$ cat src/rtl/csl_pkg.sv
`timescale 1ns / 1ps

package csl_pkg;

  // Token kinds as they appear on the result channel.
  typedef enum logic [3:0] {
    KIND_COMMA  = 4'd0,
    KIND_PLUS   = 4'd1,
    KIND_MINUS  = 4'd2,
    KIND_STAR   = 4'd3,
    KIND_LBRACK = 4'd4,
    KIND_RBRACK = 4'd5,
    KIND_LPAREN = 4'd6,
    KIND_RPAREN = 4'd7,
    KIND_NUMBER = 4'd8,
    KIND_WORD   = 4'd9,
    KIND_ERROR  = 4'd10,
    KIND_END    = 4'd11
  } kind_e;

  localparam logic [7:0] CH_COMMA  = 8'h2C;
  localparam logic [7:0] CH_PLUS   = 8'h2B;
  localparam logic [7:0] CH_MINUS  = 8'h2D;
  localparam logic [7:0] CH_STAR   = 8'h2A;
  localparam logic [7:0] CH_LBRACK = 8'h5B;
  localparam logic [7:0] CH_RBRACK = 8'h5D;
  localparam logic [7:0] CH_LPAREN = 8'h28;
  localparam logic [7:0] CH_RPAREN = 8'h29;
  localparam logic [7:0] CH_X      = 8'h78;
  localparam logic [7:0] CH_UNDER  = 8'h5F;
  localparam logic [7:0] CH_SPACE  = 8'h20;
  localparam logic [7:0] CH_TAB    = 8'h09;

  // Most results one input item can cause.
  localparam int unsigned MaxResults = 3;

  // One result item.
  typedef struct packed {
    kind_e      kind;
    logic [7:0] chr;
    logic       tok_last;
    logic       run_last;
  } tok_t;

  // Number or word character held until the next character arrives.
  typedef struct packed {
    logic       valid;
    logic [7:0] chr;
    logic       is_word;
  } pend_t;

  // Everything the classifier hands back for one item.
  typedef struct packed {
    tok_t [MaxResults-1:0] toks;
    logic [1:0]            count;
    pend_t                 next;
  } cls_t;

  typedef struct packed {
    logic  hit;
    kind_e kind;
  } mark_t;

  function automatic mark_t mark_lookup(input logic [7:0] c);
    mark_t m;
    m.hit  = 1'b1;
    m.kind = KIND_ERROR;
    unique case (c)
      CH_COMMA:  m.kind = KIND_COMMA;
      CH_PLUS:   m.kind = KIND_PLUS;
      CH_MINUS:  m.kind = KIND_MINUS;
      CH_STAR:   m.kind = KIND_STAR;
      CH_LBRACK: m.kind = KIND_LBRACK;
      CH_RBRACK: m.kind = KIND_RBRACK;
      CH_LPAREN: m.kind = KIND_LPAREN;
      CH_RPAREN: m.kind = KIND_RPAREN;
      default:   m.hit  = 1'b0;
    endcase
    return m;
  endfunction

endpackage

$ cat src/rtl/csl_char_if.sv
`timescale 1ns / 1ps

interface csl_char_if;
  logic       valid;
  logic       ready;
  logic [7:0] char_in;
  logic       end_of_input;

  modport source (output valid, output char_in, output end_of_input, input ready);
  modport sink   (input valid, input char_in, input end_of_input, output ready);
endinterface

$ cat src/rtl/csl_tok_if.sv
`timescale 1ns / 1ps

interface csl_tok_if;
  logic       valid;
  logic       ready;
  logic [3:0] token_kind;
  logic [7:0] token_char;
  logic       token_last;
  logic       run_last;

  modport source (output valid, output token_kind, output token_char, output token_last,
                  output run_last, input ready);
  modport sink   (input valid, input token_kind, input token_char, input token_last,
                  input run_last, output ready);
endinterface

$ cat src/rtl/csl_classify.sv
`timescale 1ns / 1ps

// Works out the results of one character against the held character and
// the held character that follows it.
module csl_classify (
  input  logic [7:0]     chr_i,
  input  logic           eoi_i,
  input  csl_pkg::pend_t pend_i,
  output csl_pkg::cls_t  cls_o
);

  logic           is_digit;
  logic           is_letter;
  logic           word_ch;
  logic           num_ch;
  logic           continues;
  logic           c_tok;
  logic           c_word;
  logic [1:0]     n;
  csl_pkg::mark_t mark;

  assign is_digit  = (chr_i >= 8'h30) && (chr_i <= 8'h39);
  assign is_letter = ((chr_i >= 8'h61) && (chr_i <= 8'h7A)) ||
                     ((chr_i >= 8'h41) && (chr_i <= 8'h5A));
  assign word_ch   = is_letter || is_digit || (chr_i == csl_pkg::CH_UNDER);
  assign num_ch    = is_digit || (chr_i == csl_pkg::CH_X);
  assign continues = pend_i.valid && (pend_i.is_word ? word_ch : num_ch);
  assign mark      = csl_pkg::mark_lookup(chr_i);

  always_comb begin
    cls_o = '0;
    n     = 2'd0;

    // The held character goes out first.
    if (pend_i.valid) begin
      cls_o.toks[n].kind     = pend_i.is_word ? csl_pkg::KIND_WORD : csl_pkg::KIND_NUMBER;
      cls_o.toks[n].chr      = pend_i.chr;
      cls_o.toks[n].tok_last = !continues;
      n = n + 2'd1;
    end

    c_tok  = 1'b0;
    c_word = 1'b0;
    if (continues) begin
      c_tok  = 1'b1;
      c_word = pend_i.is_word;
    end else if (is_digit) begin
      c_tok  = 1'b1;
    end else if (is_letter || (chr_i == csl_pkg::CH_UNDER)) begin
      c_tok  = 1'b1;
      c_word = 1'b1;
    end

    if (c_tok) begin
      if (eoi_i) begin
        cls_o.toks[n].kind     = c_word ? csl_pkg::KIND_WORD : csl_pkg::KIND_NUMBER;
        cls_o.toks[n].chr      = chr_i;
        cls_o.toks[n].tok_last = 1'b1;
        n = n + 2'd1;
      end else begin
        cls_o.next.valid   = 1'b1;
        cls_o.next.chr     = chr_i;
        cls_o.next.is_word = c_word;
      end
    end else if (mark.hit) begin
      cls_o.toks[n].kind     = mark.kind;
      cls_o.toks[n].chr      = chr_i;
      cls_o.toks[n].tok_last = 1'b1;
      n = n + 2'd1;
    end else if ((chr_i != csl_pkg::CH_SPACE) && (chr_i != csl_pkg::CH_TAB)) begin
      cls_o.toks[n].kind     = csl_pkg::KIND_ERROR;
      cls_o.toks[n].chr      = chr_i;
      cls_o.toks[n].tok_last = 1'b1;
      n = n + 2'd1;
    end

    if (eoi_i) begin
      cls_o.toks[n].kind     = csl_pkg::KIND_END;
      cls_o.toks[n].chr      = 8'h00;
      cls_o.toks[n].tok_last = 1'b1;
      n = n + 2'd1;
    end

    if (n != 2'd0) begin
      cls_o.toks[n - 2'd1].run_last = 1'b1;
    end
    cls_o.count = n;
  end

endmodule

$ cat src/rtl/char_stream_lexer.sv
`timescale 1ns / 1ps

// Character stream lexer. One character enters per input item and comes out
// tagged with its token kind, one item late for numbers and words, since the
// next character decides whether the token ends. Spaces and tabs are dropped,
// the eight marks , + - * [ ] ( ) and any unknown byte each make a one-
// character token, and the item flagged end_of_input also flushes the held
// character, appends an end marker and returns the lexer to its start state.
// Each input item causes zero to three result items; run_last flags the last
// result of each item. Timing: an item is registered on entry, classified from
// the input register and its results loaded into a three-entry result buffer
// once that buffer is empty or its last result is leaving; the buffer drains
// one result per cycle while the output is ready. A new item is taken every
// cycle while results keep up; the output port's one-result-per-cycle drain
// sets the sustained rate. Results pass the input register, then the buffer.
module char_stream_lexer (
  input  logic       clk_i,
  input  logic       rst_ni,
  csl_char_if.sink   in_i,
  csl_tok_if.source  out_o
);

  // Input register.
  logic       in_valid_q;
  logic [7:0] in_chr_q;
  logic       in_eoi_q;

  // Held number or word character.
  csl_pkg::pend_t pend_q, pend_d;

  // Result buffer: results of one item, drained from the head.
  csl_pkg::tok_t buf_q [csl_pkg::MaxResults];
  logic [1:0]    head_q, head_d;
  logic [1:0]    cnt_q, cnt_d;

  csl_pkg::cls_t cls;
  logic          pop;
  logic          load;

  csl_classify u_classify (
    .chr_i  (in_chr_q),
    .eoi_i  (in_eoi_q),
    .pend_i (pend_q),
    .cls_o  (cls)
  );

  assign pop  = out_o.valid && out_o.ready;
  // The buffer takes the next item's results once it is empty or its last
  // result leaves in this cycle.
  assign load = in_valid_q && ((cnt_q == 2'd0) || ((cnt_q == 2'd1) && pop));

  assign in_i.ready = !in_valid_q || load;

  always_ff @(posedge clk_i or negedge rst_ni) begin
    if (!rst_ni) begin
      in_valid_q <= 1'b0;
    end else if (in_i.ready) begin
      in_valid_q <= in_i.valid;
    end
  end

  always_ff @(posedge clk_i) begin
    if (in_i.valid && in_i.ready) begin
      in_chr_q <= in_i.char_in;
      in_eoi_q <= in_i.end_of_input;
    end
  end

  always_comb begin
    pend_d = pend_q;
    head_d = head_q;
    cnt_d  = cnt_q;
    if (load) begin
      pend_d = cls.next;
      head_d = 2'd0;
      cnt_d  = cls.count;
    end else if (pop) begin
      head_d = head_q + 2'd1;
      cnt_d  = cnt_q - 2'd1;
    end
  end

  always_ff @(posedge clk_i or negedge rst_ni) begin
    if (!rst_ni) begin
      pend_q <= '0;
      head_q <= 2'd0;
      cnt_q  <= 2'd0;
    end else begin
      pend_q <= pend_d;
      head_q <= head_d;
      cnt_q  <= cnt_d;
    end
  end

  always_ff @(posedge clk_i) begin
    if (load) begin
      for (int i = 0; i < csl_pkg::MaxResults; i++) begin
        buf_q[i] <= cls.toks[i];
      end
    end
  end

  assign out_o.valid      = (cnt_q != 2'd0);
  assign out_o.token_kind = buf_q[head_q].kind;
  assign out_o.token_char = buf_q[head_q].chr;
  assign out_o.token_last = buf_q[head_q].tok_last;
  assign out_o.run_last   = buf_q[head_q].run_last;

endmodule
$ cat src/flat_wrapper.sv
// flat-port wrapper written by rule: the top's interface ports become plain ports
module char_stream_lexer_flat 
  (clk_i, rst_ni, in_i_valid, in_i_char_in, in_i_end_of_input, in_i_ready, out_o_valid, out_o_token_kind, out_o_token_char, out_o_token_last, out_o_run_last, out_o_ready);
  csl_char_if in_i_i ();
  csl_tok_if out_o_i ();
  input  logic clk_i;
  input  logic rst_ni;
  input wire logic [$bits(in_i_i.valid)-1:0] in_i_valid;
  input wire logic [$bits(in_i_i.char_in)-1:0] in_i_char_in;
  input wire logic [$bits(in_i_i.end_of_input)-1:0] in_i_end_of_input;
  output wire logic [$bits(in_i_i.ready)-1:0] in_i_ready;
  output wire logic [$bits(out_o_i.valid)-1:0] out_o_valid;
  output wire logic [$bits(out_o_i.token_kind)-1:0] out_o_token_kind;
  output wire logic [$bits(out_o_i.token_char)-1:0] out_o_token_char;
  output wire logic [$bits(out_o_i.token_last)-1:0] out_o_token_last;
  output wire logic [$bits(out_o_i.run_last)-1:0] out_o_run_last;
  input wire logic [$bits(out_o_i.ready)-1:0] out_o_ready;
  assign in_i_i.valid = in_i_valid;
  assign in_i_i.char_in = in_i_char_in;
  assign in_i_i.end_of_input = in_i_end_of_input;
  assign in_i_ready = in_i_i.ready;
  assign out_o_valid = out_o_i.valid;
  assign out_o_token_kind = out_o_i.token_kind;
  assign out_o_token_char = out_o_i.token_char;
  assign out_o_token_last = out_o_i.token_last;
  assign out_o_run_last = out_o_i.run_last;
  assign out_o_i.ready = out_o_ready;
  char_stream_lexer u_core (.clk_i(clk_i), .rst_ni(rst_ni), .in_i(in_i_i), .out_o(out_o_i));
endmodule
$ cat config.mk
export PLATFORM = sky130hd
export DESIGN_NAME = char_stream_lexer_flat
export DESIGN_NICKNAME = d
export VERILOG_FILES = /design/src/rtl/csl_pkg.sv /design/src/rtl/csl_char_if.sv /design/src/rtl/csl_tok_if.sv /design/src/rtl/csl_classify.sv /design/src/rtl/char_stream_lexer.sv /design/src/flat_wrapper.sv
export SDC_FILE = /design/constraint.sdc
export NUM_CORES = 1
export LEC_CHECK = 0
export ABC_AREA = 1
export CORE_MARGIN = 2
export CORE_UTILIZATION = 50
export DETAILED_ROUTE_END_ITERATION = 10
export DONT_BUFFER_PORTS = 1
export PLACE_DENSITY_LB_ADDON = 0.12
export REMOVE_ABC_BUFFERS = 1
export SYNTH_ARGS = -nofsm -noshare
export SYNTH_HDL_FRONTEND = slang
export SYNTH_SLANG_ARGS = --single-unit
$ cat constraint.sdc
create_clock -name clk_i -period 3.2 [get_ports clk_i]
set_clock_uncertainty 0.05 [all_clocks]
set_input_delay 0.48 -clock clk_i [delete_from_list [all_inputs] [get_ports clk_i]]
set_output_delay 0.48 -clock clk_i [all_outputs]
set_load 0.03 [all_outputs]
==> results_dict.tcl <==
set metrics [dict create \
    drtAntennaViolNets 0 \
    grt_pass1_wl_um 9890 \
    pin_count 29 \
    die_w_um 80.2 \
    yosys_warnings 0 \
    grt_pass1_vias 2007 \
    cts-root-buf "clkbuf_8" \
    port_buffers 0 \
    cts_buffers 5 \
    vias 2167 \
    drcViolationCount 0 \
    synth_edf_count 39 \
    hpwl_um 4480 \
    dp_cells 393 \
    synth_top_cell_area_share_pct 40.3 \
    leakage_uw 0.00140 \
    die_area_sq_um 6440 \
    synth-main-ff-cell "edfxtp_1" \
    viasPerCell 5.39 \
    p_per_area_nw_per_um2 1040 \
    tritoncts "yes" \
    cp_max_fo 9 \
    area_delta_synth_final_pct 8.87 \
    synth_seq_cells 54 \
    clock_latency_ns 0.31 \
    clkSinkCount 54 \
    grt_util_all_layers_pct 20.5 \
    syn_inst 318 \
    core_area_sq_um 5570 \
    grt_remaining_overflow 0 \
    cts_resized 0 \
    slowest_stage "edfxtp_1" \
    worstPathCellList "inv_1 -> nand3_1 -> o21ai_0 -> buf_4 -> ha_1 -> inv_1 -> nand3_1 -> nand3_2 -> nand2_2 -> inv_1 -> ha_1 -> nand2_1 -> inv_1 -> a21oi_1 -> o21ai_0" \
    core.rowCount 27 \
    routed_wl_um 5960 \
    arrival_ns 2.83 \
    async_flop_share_pct 27.8 \
    hold_class "in2reg" \
    synth.yosys.seq_area_share_pct 53.2 \
    drive_above_1_share_pct 13.3 \
    start_util_pct 52.1 \
    dieHeight_um 80.2 \
    path_clk_slew_ns 0.10 \
    end_kind "register" \
    syn-cell-area_sq_um 2910 \
    ys_top_cells_by_area "edfxtp_1 (40%), dfrtp_1 (13%), nand2_1 (7.4%), o21ai_0 (6.2%), nor2_1 (4.9%)" \
    grt_max_degree 34 \
    slowest_delay_ns 0.46 \
    wire_per_inst_um 14.8 \
    antenna-diode-count 0 \
    antenna_found_initial 0 \
    synthDistinctLibCells 30 \
    setup_viol 0 \
    critPathMostFrequentCell "inv_1" \
    globalplace.congestion 0.933 \
    max_freq_ghz 0.354 \
    syn_area_per_cell_sq_um 9.14 \
    drtPass1Iterations 4 \
    setup-tns-final_ns 0 \
    clk_path_buf_depth 2 \
    worst_slew_pin_slew_ns 0.732 \
    stdcell_count 402 \
    slew_viol_final 0 \
    synth_top_area_cell "edfxtp_1" \
    crit_path_start_kind "register" \
    hold_violations 0 \
    max_slew_margin_pct 51.1 \
    nNetsFinal 352 \
    dr.first_iter.drc_count 151 \
    fill_cells 522 \
    rsz0062_at_grt "no" \
    cp.required_ns 3.21 \
    h-tree-depth 2 \
    crit_type "reg2reg" \
    fin_crit_sh_pct 88.2 \
    drv_cap 0 \
    utilization_pct 56.8 \
    peakVddDrop_mv 0.442 \
    status "finished clean" \
    period_needed_ns 2.82 \
    whs_ns 0.202 \
]
==> kinds of logic after synthesis <==
group | after synthesis | share of synthesized area (%)
adder cells (fa/ha/maj) | 10 | 4.30
buffers and inverters | 46 | 5.94
AND/OR/NAND/NOR | 144 | 23.9
flip-flops | 54 | 53.2
AO/OA/AOI/OAI | 64 | 12.6
==> path summary, 6_finish.rpt <==
check                                    from             endpoint  slack [ns]  cells past startpoint
min in group asynchronous              rst_ni     u_core.pend_q[1]        0.60                      1
hold / removal                in_i_char_in[7]   u_core.in_chr_q[7]        0.20                      0
setup / recovery           u_core.in_chr_q[4]  u_core.buf_q[0][13]        0.38                     15
hold reg to reg              u_core.pend_q[4]     u_core.pend_q[4]        0.44                      2
max in group asynchronous              rst_ni     u_core.pend_q[9]        2.03                      1
setup reg to reg           u_core.in_chr_q[4]  u_core.buf_q[0][13]        0.38                     15
==> sequential cells by signal, summed over array words and instances, names as in the netlist <==
name               flops
u_core.buf_q          30
u_core.pend_q         10
u_core.head_q          2
u_core.in_valid_q      1
u_core.cnt_q           2
u_core.in_chr_q        8
u_core.in_eoi_q        1
==> area by class of cell <==
type | count | area [sq um] | area share [%]
tap | 72 | 90.1 | 2.85
clock inverter | 3 | 43.8 | 1.38
clock buffer | 5 | 68.8 | 2.17
timing repair buffer | 10 | 77.6 | 2.45
multi-input combinational | 218 | 1190 | 37.5
sequential | 54 | 1550 | 48.9
inverter | 40 | 150 | 4.74
==> cell usage after synthesis (3+ instances only) <==
cell / instances
o31ai_1: 3
a21oi_1: 17
nor2_1: 38
nand2_2: 6
inv_1: 33
nand2_4: 3
nor2_4: 3
nor2_2: 3
dfrtp_1: 15
nand3_1: 20
ha_1: 10
edfxtp_1: 39
nor3_1: 6
inv_2: 5
nand4_1: 3
nand2_1: 57
o21ai_0: 36
clkbuf_1: 6
==> critical path, delay by kind of cell (launching register included) <==
family	cells	cell delay (ns)
adders and majority gates	2	0.31
buffers and inverters	5	0.60
and+or+nand+nor	5	0.68
AOI/OAI and AO/OA	3	0.47
DFF	1	0.46
==> timing repair <==
action,in CTS,in global routing
hold endpoints to repair,15,0
hold buffers,1,0
setup buffers,0,0
==> cells in the final DEF, fill, tap and decap left out, types with 5 or more instances in the layout <==
cell and instances:
a21oi_1 17, buf_4 9, ha_1 10, nand3_1 20, nand2_2 6, edfxtp_1 39
clkbuf_8 5, o21ai_0 36, nand2_1 57, dfrtp_1 15, nor2_1 38, nor3_1 6
inv_2 5, inv_1 33
==> stage by stage <==
step	worst slack [ns]	power, uW	instance area, sq um
6_report	0.377	3280	3160
3_5_place_dp	0.452	2820	3040
3_3_place_gp	0.451	2790	3040
4_1_cts	0.429	3280	3160
2_1_floorplan	0.516	2430	2880
5_1_grt	0.137	3530	3160
==> power by group <==
part | switching [uW] | internal [uW]
sequential | 143 | 1120
combinational | 1140 | 414
clock | 228 | 235
==> per-layer routing <==
metal | GRT usage, % | vias up | share of wire (%)
met2 | 30.8 | 64 | 44
met3 | 4.27 | 9 | 6.2
met1 | 29.5 | 1006 | 48
met4 | 6.78 | 0 | 1.8
li1 | - | 1088 | -
met5 | 0 | - | 0
(Power assumes the default switching activity.)
